**src/hw/rtl/clcd_pkg.sv**
```systemverilog
// ----------------------------------------------------------------------------
// Character LCD write sequencer package
// Shared types, register indexes and byte constants for the LCD bus sequencer.
// ----------------------------------------------------------------------------
package clcd_pkg;

   // Default depth of the request queue between front and back.
   localparam int QUEUE_DEPTH = 2;

   // Configuration port widths.
   localparam int CSR_INDEX_W = 3;
   localparam int CSR_DATA_W  = 10;

   // Configuration register indexes.
   localparam logic [CSR_INDEX_W-1:0] CSR_FOUR_BIT_MODE = 3'd0;
   localparam logic [CSR_INDEX_W-1:0] CSR_FUNCTION_SET  = 3'd1;
   localparam logic [CSR_INDEX_W-1:0] CSR_DISPLAY_ON    = 3'd2;
   localparam logic [CSR_INDEX_W-1:0] CSR_CLEAR         = 3'd3;
   localparam logic [CSR_INDEX_W-1:0] CSR_PHASE_DELAY   = 3'd4;

   // Register reset values.
   localparam logic [7:0] RST_FUNCTION_SET = 8'h38;
   localparam logic [7:0] RST_DISPLAY_ON   = 8'h0C;
   localparam logic [7:0] RST_CLEAR        = 8'h01;
   localparam logic [9:0] RST_PHASE_DELAY  = 10'd30;

   // Fixed bytes of the init sequence and the set-address command bit.
   localparam logic [7:0] INIT_WAKE_BYTE  = 8'h33;
   localparam logic [7:0] INIT_NIBBLE_BYTE = 8'h32;
   localparam logic [7:0] ADDR_SET_BIT    = 8'h80;

   // Init byte slots; 8-bit mode starts at the function set byte.
   localparam logic [2:0] INIT_FIRST_4BIT = 3'd0;
   localparam logic [2:0] INIT_FIRST_8BIT = 3'd2;
   localparam logic [2:0] INIT_LAST       = 3'd4;

   // Final phase number of one byte.
   localparam logic [2:0] LAST_PHASE_4BIT = 3'd4;
   localparam logic [2:0] LAST_PHASE_8BIT = 3'd3;

   // Request action codes.
   typedef enum logic [1:0] {
      ACT_COMMAND = 2'd0,
      ACT_DATA    = 2'd1,
      ACT_CURSOR  = 2'd2,
      ACT_INIT    = 2'd3
   } action_type;

   // Configuration registers as seen by the back end.
   typedef struct packed {
      logic       four_bit_mode;
      logic [7:0] function_set_command;
      logic [7:0] display_on_command;
      logic [7:0] clear_command;
      logic [9:0] phase_delay_ms;
   } cfg_type;

   // One classified request waiting for the back end.
   typedef struct packed {
      logic       init;
      logic       rs;
      logic [7:0] value;
   } job_type;

   // DDRAM start offset of each display row.
   function automatic logic [7:0] row_offset(input logic [1:0] row);
      logic [7:0] offset;
      case (row)
         2'd0:    offset = 8'h00;
         2'd1:    offset = 8'h40;
         2'd2:    offset = 8'h10;
         2'd3:    offset = 8'h50;
         default: offset = 8'h00;
      endcase
      return offset;
   endfunction

endpackage

```
**src/hw/rtl/char_lcd_write_sequencer_core.sv**
```systemverilog
// ----------------------------------------------------------------------------
// Character LCD write sequencer
// Turns command, data, cursor and init requests into timed LCD pin phases.
// ----------------------------------------------------------------------------
//  Channel | Direction | Handshake           | Payload
//  req_    | in        | req_valid/req_stall | action, byte_value, row, column
//  rsp_    | out       | rsp_valid/rsp_stall | reg_select, read_write, enable,
//          |           |                     | data_pins, hold_ms, last
//  csr_    | in        | csr_valid/csr_ready | index, data
//
// The phase sequencer emits one pin phase per cycle unless rsp_ stalls; a byte
// is 4 phases in 8-bit mode, 5 in 4-bit mode; an init request is 3 or 5 bytes.
// A request is classified on entry and held in a two-entry queue, so new
// requests are taken while earlier ones are still being sequenced.
// Reset is synchronous; it clears the queue, the sequencer and the pin levels.
// A stall on rsp_ holds the output register and the sequencer in place.
// ----------------------------------------------------------------------------
module char_lcd_write_sequencer_core #(
   parameter int QueueDepth = clcd_pkg::QUEUE_DEPTH
) (
   input  logic                             clock,
   input  logic                             reset,
   // Request channel
   input  logic                             req_valid,
   output logic                             req_stall,
   input  logic [1:0]                       req_action,
   input  logic [7:0]                       req_byte_value,
   input  logic [1:0]                       req_row,
   input  logic [5:0]                       req_column,
   // Result channel
   output logic                             rsp_valid,
   input  logic                             rsp_stall,
   output logic                             rsp_reg_select,
   output logic                             rsp_read_write,
   output logic                             rsp_enable,
   output logic [7:0]                       rsp_data_pins,
   output logic [9:0]                       rsp_hold_ms,
   output logic                             rsp_last,
   // Configuration channel
   input  logic                             csr_valid,
   output logic                             csr_ready,
   input  logic [clcd_pkg::CSR_INDEX_W-1:0] csr_index,
   input  logic [clcd_pkg::CSR_DATA_W-1:0]  csr_data
);
   import clcd_pkg::*;

   cfg_type cfg;
   job_type front_job;
   job_type head;
   logic    q_full;
   logic    q_empty;
   logic    q_pop;
   logic    q_push;

   // Configuration writes are always taken.
   assign csr_ready = 1'b1;

   clcd_csr u_csr (
      .clock     (clock),
      .reset     (reset),
      .csr_valid (csr_valid),
      .csr_index (csr_index),
      .csr_data  (csr_data),
      .cfg       (cfg)
   );

   clcd_front u_front (
      .req_action     (req_action),
      .req_byte_value (req_byte_value),
      .req_row        (req_row),
      .req_column     (req_column),
      .job            (front_job)
   );

   // A request enters the queue whenever there is room.
   assign req_stall = q_full;
   assign q_push    = req_valid && !q_full;

   clcd_queue #(
      .Depth (QueueDepth)
   ) u_queue (
      .clock    (clock),
      .reset    (reset),
      .push     (q_push),
      .push_job (front_job),
      .full     (q_full),
      .pop      (q_pop),
      .head     (head),
      .empty    (q_empty)
   );

   clcd_back u_back (
      .clock          (clock),
      .reset          (reset),
      .cfg            (cfg),
      .head           (head),
      .empty          (q_empty),
      .pop            (q_pop),
      .rsp_valid      (rsp_valid),
      .rsp_stall      (rsp_stall),
      .rsp_reg_select (rsp_reg_select),
      .rsp_enable     (rsp_enable),
      .rsp_data_pins  (rsp_data_pins),
      .rsp_hold_ms    (rsp_hold_ms),
      .rsp_last       (rsp_last)
   );

   // The bus is only ever written.
   assign rsp_read_write = 1'b0;

endmodule

```
**src/hw/rtl/clcd_csr.sv**
```systemverilog
// ----------------------------------------------------------------------------
// Character LCD configuration registers
// Holds the mode, init bytes and phase hold time written over the CSR port.
// ----------------------------------------------------------------------------
module clcd_csr (
   input  logic                            clock,
   input  logic                            reset,
   input  logic                            csr_valid,
   input  logic [clcd_pkg::CSR_INDEX_W-1:0] csr_index,
   input  logic [clcd_pkg::CSR_DATA_W-1:0]  csr_data,
   output clcd_pkg::cfg_type               cfg
);
   import clcd_pkg::*;

   cfg_type cfg_ff;

   // Register write decode.
   always_ff @(posedge clock) begin
      if (reset) begin
         cfg_ff.four_bit_mode        <= 1'b0;
         cfg_ff.function_set_command <= RST_FUNCTION_SET;
         cfg_ff.display_on_command   <= RST_DISPLAY_ON;
         cfg_ff.clear_command        <= RST_CLEAR;
         cfg_ff.phase_delay_ms       <= RST_PHASE_DELAY;
      end else if (csr_valid) begin
         case (csr_index)
            CSR_FOUR_BIT_MODE: cfg_ff.four_bit_mode        <= csr_data[0];
            CSR_FUNCTION_SET:  cfg_ff.function_set_command <= csr_data[7:0];
            CSR_DISPLAY_ON:    cfg_ff.display_on_command   <= csr_data[7:0];
            CSR_CLEAR:         cfg_ff.clear_command        <= csr_data[7:0];
            CSR_PHASE_DELAY:   cfg_ff.phase_delay_ms       <= csr_data[9:0];
            default: begin
            end
         endcase
      end
   end

   assign cfg = cfg_ff;

endmodule

```
**src/hw/rtl/clcd_front.sv**
```systemverilog
// ----------------------------------------------------------------------------
// Character LCD request front end
// Classifies each request into a byte job: command, data, address or init.
// ----------------------------------------------------------------------------
module clcd_front (
   input  logic [1:0]         req_action,
   input  logic [7:0]         req_byte_value,
   input  logic [1:0]         req_row,
   input  logic [5:0]         req_column,
   output clcd_pkg::job_type  job
);
   import clcd_pkg::*;

   logic [7:0] cursor_addr;

   // Set-address command for a cursor move.
   assign cursor_addr = ({2'b00, req_column} + row_offset(req_row)) | ADDR_SET_BIT;

   // Classify the request.
   always_comb begin
      job.init  = 1'b0;
      job.rs    = 1'b0;
      job.value = req_byte_value;
      case (action_type'(req_action))
         ACT_COMMAND: begin
            job.rs = 1'b0;
         end
         ACT_DATA: begin
            job.rs = 1'b1;
         end
         ACT_CURSOR: begin
            job.value = cursor_addr;
         end
         ACT_INIT: begin
            job.init = 1'b1;
         end
         default: begin
            job.init = 1'b1;
         end
      endcase
   end

endmodule

```
**src/hw/rtl/clcd_queue.sv**
```systemverilog
// ----------------------------------------------------------------------------
// Character LCD job queue
// Short FIFO of classified jobs between the front end and the phase sequencer.
// ----------------------------------------------------------------------------
module clcd_queue #(
   parameter int Depth = clcd_pkg::QUEUE_DEPTH
) (
   input  logic              clock,
   input  logic              reset,
   input  logic              push,
   input  clcd_pkg::job_type push_job,
   output logic              full,
   input  logic              pop,
   output clcd_pkg::job_type head,
   output logic              empty
);
   import clcd_pkg::*;

   localparam int PtrW = (Depth > 1) ? $clog2(Depth) : 1;
   localparam int CntW = $clog2(Depth + 1);
   localparam logic [PtrW-1:0] PtrLast = PtrW'(Depth - 1);
   localparam logic [CntW-1:0] CntFull = CntW'(Depth);

   job_type         slots_ff [Depth];
   logic [PtrW-1:0] wr_ptr_ff;
   logic [PtrW-1:0] wr_ptr_in;
   logic [PtrW-1:0] rd_ptr_ff;
   logic [PtrW-1:0] rd_ptr_in;
   logic [CntW-1:0] count_ff;
   logic [CntW-1:0] count_in;

   assign full  = (count_ff == CntFull);
   assign empty = (count_ff == '0);
   assign head  = slots_ff[rd_ptr_ff];

   // Pointer and fill count update.
   always_comb begin
      wr_ptr_in = wr_ptr_ff;
      rd_ptr_in = rd_ptr_ff;
      count_in  = count_ff;
      if (push) begin
         wr_ptr_in = (wr_ptr_ff == PtrLast) ? '0 : wr_ptr_ff + 1'b1;
      end
      if (pop) begin
         rd_ptr_in = (rd_ptr_ff == PtrLast) ? '0 : rd_ptr_ff + 1'b1;
      end
      if (push && !pop) begin
         count_in = count_ff + 1'b1;
      end else if (pop && !push) begin
         count_in = count_ff - 1'b1;
      end
   end

   always_ff @(posedge clock) begin
      if (reset) begin
         wr_ptr_ff <= '0;
         rd_ptr_ff <= '0;
         count_ff  <= '0;
      end else begin
         wr_ptr_ff <= wr_ptr_in;
         rd_ptr_ff <= rd_ptr_in;
         count_ff  <= count_in;
      end
   end

   // Slot storage.
   always_ff @(posedge clock) begin
      if (push) begin
         slots_ff[wr_ptr_ff] <= push_job;
      end
   end

endmodule

```
**src/hw/rtl/clcd_back.sv**
```systemverilog
// ----------------------------------------------------------------------------
// Character LCD phase sequencer
// Expands each job into bytes and each byte into timed pin phases.
// ----------------------------------------------------------------------------
module clcd_back (
   input  logic              clock,
   input  logic              reset,
   input  clcd_pkg::cfg_type cfg,
   input  clcd_pkg::job_type head,
   input  logic              empty,
   output logic              pop,
   output logic              rsp_valid,
   input  logic              rsp_stall,
   output logic              rsp_reg_select,
   output logic              rsp_enable,
   output logic [7:0]        rsp_data_pins,
   output logic [9:0]        rsp_hold_ms,
   output logic              rsp_last
);
   import clcd_pkg::*;

   // Sequencer state.
   logic       busy_ff, busy_in;
   job_type    job_ff, job_in;
   logic [2:0] phase_ff, phase_in;
   logic [2:0] byte_ff, byte_in;

   // Pin levels last driven.
   logic       rs_level_ff, rs_level_in;
   logic       enable_level_ff, enable_level_in;
   logic [7:0] data_level_ff, data_level_in;

   // Output register.
   logic       rsp_valid_ff, rsp_valid_in;
   logic       rsp_last_ff, rsp_last_in;
   logic [9:0] rsp_hold_ff, rsp_hold_in;

   logic       out_free;
   logic       step;
   job_type    cur_job;
   logic [2:0] cur_phase;
   logic [2:0] cur_byte;
   logic [7:0] cur_value;
   logic       final_phase;
   logic       final_byte;

   // The output slot can take a phase when empty or being drained.
   assign out_free = !rsp_valid_ff || !rsp_stall;
   assign step     = out_free && (busy_ff || !empty);
   assign pop      = step && !busy_ff;

   // Current job, byte and phase; a new job starts straight from the queue head.
   assign cur_job   = busy_ff ? job_ff : head;
   assign cur_phase = busy_ff ? phase_ff : 3'd0;
   assign cur_byte  = busy_ff ? byte_ff
                              : (cfg.four_bit_mode ? INIT_FIRST_4BIT : INIT_FIRST_8BIT);

   // Byte being sent.
   always_comb begin
      cur_value = cur_job.value;
      if (cur_job.init) begin
         case (cur_byte)
            3'd0:    cur_value = INIT_WAKE_BYTE;
            3'd1:    cur_value = INIT_NIBBLE_BYTE;
            3'd2:    cur_value = cfg.function_set_command;
            3'd3:    cur_value = cfg.display_on_command;
            default: cur_value = cfg.clear_command;
         endcase
      end
   end

   assign final_phase = cfg.four_bit_mode ? (cur_phase == LAST_PHASE_4BIT)
                                          : (cur_phase == LAST_PHASE_8BIT);
   assign final_byte  = !cur_job.init || (cur_byte == INIT_LAST);

   // Pin levels of the phase being emitted.
   always_comb begin
      rs_level_in     = rs_level_ff;
      enable_level_in = enable_level_ff;
      data_level_in   = data_level_ff;
      if (step) begin
         case (cur_phase)
            3'd0: begin
               rs_level_in = cur_job.rs;
            end
            3'd1: begin
               enable_level_in = 1'b1;
               if (cfg.four_bit_mode) begin
                  data_level_in = {4'h0, cur_value[7:4]};
               end
            end
            3'd2: begin
               if (cfg.four_bit_mode) begin
                  enable_level_in = 1'b0;
               end else begin
                  data_level_in = cur_value;
               end
            end
            3'd3: begin
               if (cfg.four_bit_mode) begin
                  enable_level_in = 1'b1;
                  data_level_in   = {4'h0, cur_value[3:0]};
               end else begin
                  enable_level_in = 1'b0;
               end
            end
            default: begin
               enable_level_in = 1'b0;
            end
         endcase
      end
   end

   // Phase, byte and job advance.
   always_comb begin
      busy_in  = busy_ff;
      job_in   = job_ff;
      phase_in = phase_ff;
      byte_in  = byte_ff;
      if (step) begin
         job_in = cur_job;
         if (final_phase) begin
            phase_in = 3'd0;
            byte_in  = cur_byte + 1'b1;
            busy_in  = !final_byte;
         end else begin
            phase_in = cur_phase + 1'b1;
            byte_in  = cur_byte;
            busy_in  = 1'b1;
         end
      end
   end

   // Output register loading.
   always_comb begin
      rsp_valid_in = rsp_valid_ff;
      rsp_last_in  = rsp_last_ff;
      rsp_hold_in  = rsp_hold_ff;
      if (out_free) begin
         rsp_valid_in = step;
         rsp_last_in  = final_phase && final_byte;
         rsp_hold_in  = cfg.phase_delay_ms;
      end
   end

   // Control state.
   always_ff @(posedge clock) begin
      if (reset) begin
         busy_ff         <= 1'b0;
         phase_ff        <= 3'd0;
         byte_ff         <= 3'd0;
         rs_level_ff     <= 1'b0;
         enable_level_ff <= 1'b0;
         data_level_ff   <= 8'h00;
         rsp_valid_ff    <= 1'b0;
      end else begin
         busy_ff         <= busy_in;
         phase_ff        <= phase_in;
         byte_ff         <= byte_in;
         rs_level_ff     <= rs_level_in;
         enable_level_ff <= enable_level_in;
         data_level_ff   <= data_level_in;
         rsp_valid_ff    <= rsp_valid_in;
      end
   end

   // Payload registers.
   always_ff @(posedge clock) begin
      job_ff      <= job_in;
      rsp_last_ff <= rsp_last_in;
      rsp_hold_ff <= rsp_hold_in;
   end

   assign rsp_valid      = rsp_valid_ff;
   assign rsp_reg_select = rs_level_ff;
   assign rsp_enable     = enable_level_ff;
   assign rsp_data_pins  = data_level_ff;
   assign rsp_hold_ms    = rsp_hold_ff;
   assign rsp_last       = rsp_last_ff;

endmodule

```
**config.mk**
```make
export PLATFORM = sky130hd
export DESIGN_NAME = char_lcd_write_sequencer_core
export DESIGN_NICKNAME = d
export VERILOG_FILES = /design/src/hw/rtl/clcd_pkg.sv /design/src/hw/rtl/char_lcd_write_sequencer_core.sv /design/src/hw/rtl/clcd_csr.sv /design/src/hw/rtl/clcd_front.sv /design/src/hw/rtl/clcd_queue.sv /design/src/hw/rtl/clcd_back.sv
export SDC_FILE = /design/constraint.sdc
export NUM_CORES = 1
export LEC_CHECK = 0
export ABC_CLOCK_PERIOD_IN_PS = 3380
export BUFFER_PORTS_ARGS = -buffer_cell sky130_fd_sc_hd__buf_2
export CAP_MARGIN = 40
export CORE_MARGIN = 4
export CORE_UTILIZATION = 35
export CTS_BUF_LIST = sky130_fd_sc_hd__clkbuf_16
export DETAILED_ROUTE_END_ITERATION = 12
export PLACE_DENSITY_LB_ADDON = 0.15
export SYNTH_ARGS = -nofsm -noshare
export SYNTH_HDL_FRONTEND = slang
export SYNTH_SLANG_ARGS = --single-unit
export TNS_END_PERCENT = 100
```
**constraint.sdc**
```tcl
create_clock -name clock -period 3.38 [get_ports clock]
set_input_delay 0.338 -clock clock [delete_from_list [all_inputs] [get_ports clock]]
set_output_delay 0.338 -clock clock [all_outputs]
set_load 0.03 [all_outputs]
```
==> impl_metrics.toml, run 1 <==
[synthesis]
syn_nets = 476
postSynthRegisterBits = 99
synth_top_family_by_area = "simple AND/OR/NAND/NOR gates"
synthAdderAreaFrac_pct = 2.55
netlist-cell-type-count = 57
synthesis.yosys.warnings = 0
synth-seq-area-share_pct = 54.1
synth_top_flop_cell = "dfxtp_1"
synth_xor_xnor_area_share_pct = 0.991
synth_cells = 431
synth-async-reset-ratio_pct = 0
synth-compound-area-share_pct = 15.3
synthesis.area_per_instance_um2 = 10.3
synth-simple-area-share_pct = 17.1
mappedNetlistArea_um2 = 4420
muxShareOfSynthArea_pct = 5.77
yosys.cell_count.top_type = "nand2_1"
synth_largest_type_area_fraction_pct = 27.9
synth.top_cells.by_area = "edfxtp_1 (28%), dfxtp_1 (26%), nand2_1 (6.4%)"
synth.largest_area_cell = "edfxtp_1"
synth-edff-count = 41
synth_top_cells_by_count = "nand2_1 (75), dfxtp_1 (58), edfxtp_1 (41)"

[power_and_ir_drop]
leakage_nw = 2.00
power.density_cell_area_nw_per_um2 = 674
ir_drop_uv = 302

[cts]
tritoncts = "built"
post-cts-setup-buffer-count = 0
worstSkewPairLatency_ns = 0.35
tritoncts_num_sinks = 99
cts_max_path_buffers = 2
clk_root_buffer_cell = "clkbuf_16"
clock_tree.htree_level_count = 3
cts_hold_repair.buffers = 0
tritoncts.num_buffers = 9
clk_pin_slew_worst_paths_ns = 0.07
cts-resized-gates = 0

[worst_setup_path]
worstSetupEndpointType = "flop"
ff2ff_path_depth = 10
slack_of_the_worst_reg_to_reg_path_ns = 0.86
cpMaxStageDelayCell = "dfxtp_1"
cpLargestDelayFamily = "simple AND/OR/NAND/NOR gates"
setup.worst_path.end = "u_back.rsp_data_pins[1]"
crit_path_start_kind = "flop"
crit_top_cell = "ha_1"
crit_buf_inv = 2
crit-reg2reg-launch = "u_back.busy_ff"
worst-path-max-fanout = 12
timing.critical_path.required_ns = 3.65
path_cells = "buf_4 -> nand2_1 -> inv_1 -> ha_1 -> ha_1 -> nor4b_4 -> o21a_2 -> o21ai_2 -> or3_1 -> o211ai_1"
cpPeakStageDelay_ns = 0.39
worstPathArrival_ns = 2.79
capturing_point_of_the_worst_reg2reg_path = "u_back.rsp_data_pins[1]"
startpoint_of_the_worst_setup_timing_path = "u_back.busy_ff"
timing.setup.critical_path_class = "flop to flop"
timing.critical_path.depth = 10

[sta]
timing.setup.tns_ns = 0
tightestPinTransition_ns = 0.740
max_slew_margin_vs_limit_pct = 50.7
fin_crit_sh_pct = 74.5
timing.final.setup_violations = 0
finalHoldViolations = 0
hold_slack_ns = 0.230
final-max-slew-violation-count = 0
rsz0062_at_grt = "false"
maxClockFrequency_mhz = 397
worst_clock_skew_ns = 0.00605
fin_crit_ns = 2.52

[place]
gp_congestion = 0.774
io_buffers = 58
post-dp-hpwl_um = 7140
placed_cells_incl_taps = 638

[global_routing]
grtUsageMet1_pct = 18.3
largest_net_degree_at_the_start_of_global_routing = 42
met3_usage_pct = 3.74
gr-max-usage-layer = "met2"
gr-total-overflow = 0
global_route_wire_length_before_repair_um = 15900
grt.met2_usage_pct = 22.6
groute.usage.overall_pct = 14.1
first_global_vias = 3241
grt_antenna_before_repair = 0

[layout]
fillerInstances = 1222
area_growth_syn_to_layout_pct = 15.8
multiInputGateArea_um2 = 1850
fin_nets = 526
area.sequential_um2 = 2390
antenna-diode-count = 0
utilization_pct = 41.9
layout-drive-gt1-share_pct = 21.0
final_cell_count_no_fill = 654

[die]
initial_core_util_pct = 36.2
ios = 61
placementRows = 40
coreArea_um2 = 12200
die_x_um = 120
die_area_um2 = 14500
die-height_um = 120

[route]
drtPass1Iterations = 4
remaining_drc_errors = 0
detail_route.iter0.violations = 157
average_routed_wire_per_standard_cell_um = 14.9
vias = 3238
ant_nets = 0
drt-total-wl_um = 9730
vias_per_cell = 4.95

[outcome]
status = "finished clean"

[min_path]
hold_class = "primary input to flop"

[run]
max-cap-violations = 0
how the worst min path moves through the flow:
stage                  from                    end  slack, ns  cells after the start
3_3_place_gp   u_csr.cfg[8]  u_back.rsp_hold_ms[8]       0.41                      0
4_1_cts         csr_data[9]           u_csr.cfg[9]       0.22                      3
6_report        csr_data[9]           u_csr.cfg[9]       0.23                      3
3_5_place_dp   u_csr.cfg[8]  u_back.rsp_hold_ms[8]       0.42                      0
5_1_grt         csr_data[8]           u_csr.cfg[8]       0.24                      3
2_1_floorplan  u_csr.cfg[0]  u_back.rsp_hold_ms[0]       0.41                      0
cells by family (layout without fill, tap and decap cells):
logic type	count (synthesis)	after routing
fa+ha+maj	9	9
flops	99	99
other cells	2	2
buf+inv	35	90
simple gates	158	158
compound gates	99	99
xor+xnor	5	5
mux	24	24
registers in the layout, summed over array words and instances (netlist names), named ones only:
| name | count |
|---|---|
| u_back.rsp_reg_select | 1 |
| u_queue.count_ff | 2 |
| u_queue.wr_ptr_ff | 1 |
| u_back.rsp_valid | 1 |
| u_back.phase_ff | 3 |
| u_queue.slots_ff | 20 |
| u_queue.rd_ptr_ff | 1 |
| u_back.rsp_last | 1 |
| u_csr.cfg | 35 |
| u_back.rsp_enable | 1 |
| u_back.busy_ff | 1 |
| u_back.job_ff | 10 |
| u_back.rsp_data_pins | 8 |
| u_back.byte_ff | 3 |
| u_back.rsp_hold_ms | 10 |
routing by layer:
layer / up-vias / routed length, um
li1: 1626 / -
met1: 1530 / 4570
met2: 70 / 4540
met3: 12 / 508
met4: 0 / 113
met5: - / 0
placed cells by master (no fill, tap or decap), types with 4 or more instances in the layout:
master     count
dfxtp_1       58
ha_1           9
inv_1         10
mux2i_1       15
clkbuf_16      9
mux2_2         8
a21oi_1       33
o21ai_0       20
nand3_1        7
nor2b_1        9
edfxtp_1      41
xor2_1         4
and3_1         6
nand2_1       75
a2bb2oi_1      4
o21a_1         5
buf_2         58
nor2_1        30
nand3b_1      11
buf_4          6
power by group:
| part | leakage, nW | internal (mW) | total, mW | switching [mW] |
|---|---|---|---|---|
| Clock | 0.137 | 0.570 | 1.01 | 0.440 |
| Combinational | 0.990 | 0.321 | 0.879 | 0.558 |
| Sequential | 0.869 | 1.47 | 1.56 | 0.0934 |
| Total | 2.00 | 2.36 | 3.45 | 1.09 |
tightest hold or removal path: stages:
cell	delay [ns]
buf_2	0.10
nand2_1	0.05
a21oi_1	0.05
stage by stage:
step / power [mW] / area, um^2 / setup WS (ns)
final: 3.45 / 5120 / 0.863
after global routing: 3.65 / 5120 / 0.654
after CTS: 3.49 / 5120 / 0.859
after detailed placement: 2.48 / 4830 / 0.880
after global placement: 2.47 / 4820 / 0.969
after floorplan: 2.25 / 4420 / 0.868
final cells by class:
class,instances,share of cell area (%)
Timing Repair Buffer,64,6.55
Clock inverter,7,1.30
Sequential cell,99,46.7
Multi-Input combinational cell,297,36.2
Inverter,10,0.733
Tap cell,168,4.11
Clock buffer,9,4.40
No activity file was read; power rests on OpenSTA's default activity.
==> run 2, diff against run 1 <==
--- a/config.mk
+++ b/config.mk
@@ -5,7 +5,8 @@
 export SDC_FILE = /design/constraint.sdc
 export NUM_CORES = 1
 export LEC_CHECK = 0
-export ABC_CLOCK_PERIOD_IN_PS = 3380
+export ABC_AREA = 1
+export ABC_CLOCK_PERIOD_IN_PS = 2400
 export BUFFER_PORTS_ARGS = -buffer_cell sky130_fd_sc_hd__buf_2
 export CAP_MARGIN = 40
 export CORE_MARGIN = 4
==> constraint.sdc (replaced) <==
create_clock -name clock -period 2.4 [get_ports clock]
set_input_delay 0.24 -clock clock [delete_from_list [all_inputs] [get_ports clock]]
set_output_delay 0.24 -clock clock [all_outputs]
set_load 0.03 [all_outputs]
==> impl_metrics.toml, run 2 <==
[global_routing]
gr-total-overflow = 0
first_global_vias = 3424
largest_net_degree_at_the_start_of_global_routing = 42
grt_antenna_before_repair = 0
global_route_wire_length_before_repair_um = 17200
groute.usage.overall_pct = 15.0

[cts]
clk_root_buffer_cell = "clkbuf_16"
clk_pin_slew_worst_paths_ns = 0.06
tritoncts_num_sinks = 99
clock_tree.htree_level_count = 3
cts_hold_repair.buffers = 0
tritoncts.num_buffers = 9
cts-resized-gates = 0
worstSkewPairLatency_ns = 0.35
post-cts-setup-buffer-count = 0
cts_max_path_buffers = 2
tritoncts = "built"

[power_and_ir_drop]
ir_drop_uv = 446
power.density_cell_area_nw_per_um2 = 1010
leakage_nw = 2.40
power_mw = 5.32

[route]
detail_route.iter0.violations = 230
average_routed_wire_per_standard_cell_um = 14.0
drtPass1Iterations = 4
ant_nets = 0
vias_per_cell = 4.61
drt-total-wl_um = 10600
vias = 3493
remaining_drc_errors = 0

[die]
die-height_um = 122
initial_core_util_pct = 35.8
die_x_um = 122
coreArea_um2 = 12600
placementRows = 41
ios = 61
die_area_um2 = 14800

[worst_setup_path]
crit_path_start_kind = "flop"
path_cells = "nand2_1 -> inv_1 -> ha_1 -> ha_1 -> inv_1 -> o21ai_2 -> nand2_1 -> o21ai_0 -> nor2_1"
timing.critical_path.required_ns = 2.63
cpMaxStageDelayCell = "dfxtp_1"
cpPeakStageDelay_ns = 0.41
worstPathArrival_ns = 2.37
worst-path-max-fanout = 5
timing.setup.critical_path_class = "flop to flop"
worstSetupEndpointType = "flop"

[synthesis]
synth_top_flop_cell = "dfxtp_1"
synth.largest_area_cell = "edfxtp_1"
synth-edff-count = 41
yosys.cell_count.top_type = "nand2_1"
synth_largest_type_area_fraction_pct = 27.3
synth_top_cells_by_count = "nand2_1 (108), nor2_1 (68), dfxtp_1 (58)"
synth-async-reset-ratio_pct = 0
synth_cells = 521
synth.top_cells.by_area = "edfxtp_1 (27%), dfxtp_1 (26%), nand2_1 (9.0%)"
postSynthRegisterBits = 99
synthesis.yosys.warnings = 0
mappedNetlistArea_um2 = 4510
synthesis.area_per_instance_um2 = 8.66
synth-seq-area-share_pct = 53.0
syn_nets = 566
netlist-cell-type-count = 42

[layout]
antenna-diode-count = 0
layout-drive-gt1-share_pct = 21.2
fin_nets = 625
largest_reg_flops = 35
final_common_cell = "nand2_1"
finish.instance_area_um2 = 5260
utilization_pct = 41.6
most-common-layout-cells = "nand2_1 (108), nor2_1 (68), dfxtp_1 (58), buf_2 (58), inv_1 (49)"
area_growth_syn_to_layout_pct = 16.5

[sta]
worst_clock_skew_ns = 0.00856
maxClockFrequency_mhz = 467
hold_slack_ns = 0.134
fin_crit_sh_pct = 89.2
timing.final.setup_violations = 0
fin_crit_ns = 2.14
final-max-slew-violation-count = 0
timing.setup.tns_ns = 0
rsz0062_at_grt = "false"
finalHoldViolations = 0

[place]
gp_congestion = 0.836
placedInstanceArea_um2 = 4960
post-dp-hpwl_um = 7650
io_buffers = 58

[min_path]
hold_class = "primary input to flop"

[outcome]
status = "finished clean"

[run]
max-cap-violations = 0
run 2: critical path: cells and delay by family (launching register included):
kind | cells | cell delay, ns
DFF | 1 | 0.41
AOI/OAI and AO/OA | 2 | 0.54
buffers and inverters | 2 | 0.24
and+or+nand+nor | 3 | 0.37
adders and majority gates | 2 | 0.45
run 2: power breakdown:
part           switching, mW  leakage [nW]  total (mW)  internal (mW)
Combinational           1.13          1.39        1.64          0.512
Sequential             0.118         0.871        2.23           2.12
Clock                  0.641         0.145        1.45          0.807
Total                   1.89          2.40        5.32           3.43
run 2: cells by family after synthesis:
group / after synthesis / synth area share (%)
other cells: 2 / 0.166
xor+xnor: 3 / 0.582
buf+inv: 74 / 7.46
fa+ha+maj: 9 / 2.50
mux: 6 / 1.50
compound gates: 92 / 11.2
flops: 99 / 53.0
simple gates: 236 / 23.6
run 2: final cells by class:
type	count	area (um^2)
Clock buffer	9	225
Clock inverter	7	67.6
Fill cell	1299	7360
Inverter	55	214
Multi-Input combinational cell	348	1780
Sequential cell	99	2390
Tap cell	172	215
Timing Repair Buffer	67	358
run 2: routing by layer:
| metal | GRT usage (%) | vias up | wire length [um] |
|---|---|---|---|
| met5 | 0 | - | 0 |
| met4 | 5.81 | 0 | 61 |
| met3 | 3.57 | 2 | 482 |
| met2 | 24.0 | 80 | 5020 |
| met1 | 19.7 | 1596 | 5000 |
| li1 | - | 1815 | - |
run 2: final timing paths:
check	endpoint	cells after the start	startpoint	slack, ns
hold reg to reg	u_back.rsp_hold_ms[8]	0	u_csr.cfg[8]	0.43
setup reg to reg	u_back.byte_ff[0]	9	u_back.busy_ff	0.26
hold / removal	u_csr.cfg[9]	3	csr_data[9]	0.13
setup / recovery	u_back.byte_ff[0]	9	u_back.busy_ff	0.26
run 2: through the flow:
stage	cells	setup WS, ns
after floorplan	521	0.297
after global placement	741	0.288
after detailed placement	741	0.273
after CTS	757	0.261
after global routing	757	0.102
final	757	0.259
==> run 3, diff against run 2 <==
--- a/config.mk
+++ b/config.mk
@@ -13,6 +13,7 @@
 export CORE_UTILIZATION = 35
 export CTS_BUF_LIST = sky130_fd_sc_hd__clkbuf_16
 export DETAILED_ROUTE_END_ITERATION = 12
+export MAX_ROUTING_LAYER = met4
 export PLACE_DENSITY_LB_ADDON = 0.15
 export SYNTH_ARGS = -nofsm -noshare
 export SYNTH_HDL_FRONTEND = slang
==> impl_metrics.toml, run 3 (synthesis results as in run 2) <==
[min_path]
min_to = "u_csr.cfg[9]"
hold_class = "primary input to flop"
min_from = "csr_data[9]"
whs_path_depth = 3

[worst_setup_path]
timing.critical_path.depth = 9
crit_buf_inv = 2
capturing_point_of_the_worst_reg2reg_path = "u_back.byte_ff[0]"
ff2ff_path_depth = 9
cpMaxStageDelayCell = "dfxtp_1"
timing.critical_path.required_ns = 2.63
timing.setup.critical_path_class = "flop to flop"
worst-path-max-fanout = 5
worstSetupEndpointType = "flop"
slack_of_the_worst_reg_to_reg_path_ns = 0.27
cpLargestDelayFamily = "compound AO/OA/AOI/OAI gates"
crit_path_start_kind = "flop"
path_cells = "nand2_1 -> inv_1 -> ha_1 -> ha_1 -> inv_1 -> o21ai_2 -> nand2_1 -> o21ai_0 -> nor2_1"
worstPathArrival_ns = 2.36
cpPeakStageDelay_ns = 0.41
crit-reg2reg-launch = "u_back.busy_ff"

[route]
remaining_drc_errors = 0
vias_per_cell = 4.61
ant_nets = 0
detail_route.iter0.violations = 241
vias = 3491
average_routed_wire_per_standard_cell_um = 13.9
drt-total-wl_um = 10500
drtPass1Iterations = 4

[power_and_ir_drop]
p_seq_share_pct = 42.0
power.density_cell_area_nw_per_um2 = 1010
power_report.internal_total_mw = 3.44
ir_drop_uv = 447
leakage_nw = 2.40
power.net_switching_mw = 1.89
combPwrFrac_pct = 30.9
power.switching_fraction_pct = 35.5
power_mw = 5.33
power.clock.fraction_pct = 27.1

[global_routing]
global_route_wire_length_before_repair_um = 17200
grt_antenna_before_repair = 0
groute.usage.overall_pct = 15.4
largest_net_degree_at_the_start_of_global_routing = 42
gr-total-overflow = 0
first_global_vias = 3419

[layout]
fin_nets = 625
final_common_cell = "nand2_1"
antenna-diode-count = 0
largest_reg_flops = 35
layout-drive-gt1-share_pct = 21.2
most-common-layout-cells = "nand2_1 (108), nor2_1 (68), dfxtp_1 (58), buf_2 (58), inv_1 (49)"
area_growth_syn_to_layout_pct = 16.5

[die]
placementRows = 41
die_area_um2 = 14800
coreArea_um2 = 12600
initial_core_util_pct = 35.8
die_x_um = 122
ios = 61
die-height_um = 122

[cts]
cts-resized-gates = 0
clock_tree.htree_level_count = 3
post-cts-setup-buffer-count = 0
tritoncts.num_buffers = 9
tritoncts_num_sinks = 99
worstSkewPairLatency_ns = 0.35
cts_hold_repair.buffers = 0
cts_max_path_buffers = 2
tritoncts = "built"
clk_root_buffer_cell = "clkbuf_16"
clk_pin_slew_worst_paths_ns = 0.06

[sta]
finalHoldViolations = 0
final-max-slew-violation-count = 0
worst_clock_skew_ns = 0.00550
fin_crit_ns = 2.13
timing.setup.tns_ns = 0
fin_crit_sh_pct = 88.6
maxClockFrequency_mhz = 470
rsz0062_at_grt = "false"
timing.final.setup_violations = 0

[place]
post-dp-hpwl_um = 7650
io_buffers = 58
gp_congestion = 0.849

[run]
max-cap-violations = 0

[outcome]
status = "finished clean"
-- run 3: cell counts in the layout (fill, tap and decap cells not counted) --
Identical to the previous run, type by type.
-- run 3: layout make-up --
type,instances,area (um^2)
fill,1299,7360
sequential,99,2390
multi-input combinational,348,1780
timing repair buffer,67,358
clock buffer,9,225
tap,172,215
inverter,55,214
clock inverter,7,67.6
-- run 3: metal layers --
metal	track usage [%]	up-vias	part of all wire (%)
met1	19.7	1581	47
met3	3.39	11	5.1
li1	-	1816	-
met5	-	-	0
met2	24.0	83	46
met4	5.81	0	1.9
-- run 3: worst max path at each step --
stage,start,end
after floorplan,u_back.rsp_valid,u_queue.count_ff[1]
after global placement,u_back.busy_ff,u_back.byte_ff[0]
after detailed placement,u_back.busy_ff,u_back.byte_ff[0]
after CTS,u_back.busy_ff,u_back.byte_ff[0]
after global routing,u_back.busy_ff,u_back.byte_ff[2]
final,u_back.busy_ff,u_back.byte_ff[0]
-- run 3: power groups by stage --
stage          Combinational (mW)  Sequential [mW]  Clock [mW]
4_1_cts                      1.67             2.24        1.49
5_1_grt                      1.86             2.26        1.57
6_report                     1.65             2.23        1.45
3_5_place_dp                 1.66             2.27           0
2_1_floorplan                1.19             2.35           0
3_3_place_gp                 1.64             2.27           0
-- run 3: tightest hold or removal path: cells and delay by family --
family / cells / cell delay (ns)
AND/OR/NAND/NOR: 2 / 0.12
buffers and inverters: 1 / 0.07
-- run 3: through the flow --
stage	area (um^2)	std cells	util, %	hold WS [ns]	setup WS, ns
after floorplan	4510	521	-	0.366	0.297
after global placement	4960	741	39.3	0.411	0.288
after detailed placement	4960	741	39.3	0.413	0.273
after CTS	5260	757	41.6	0.123	0.261
after global routing	5260	757	41.6	0.133	0.102
final	5260	757	41.6	0.133	0.274
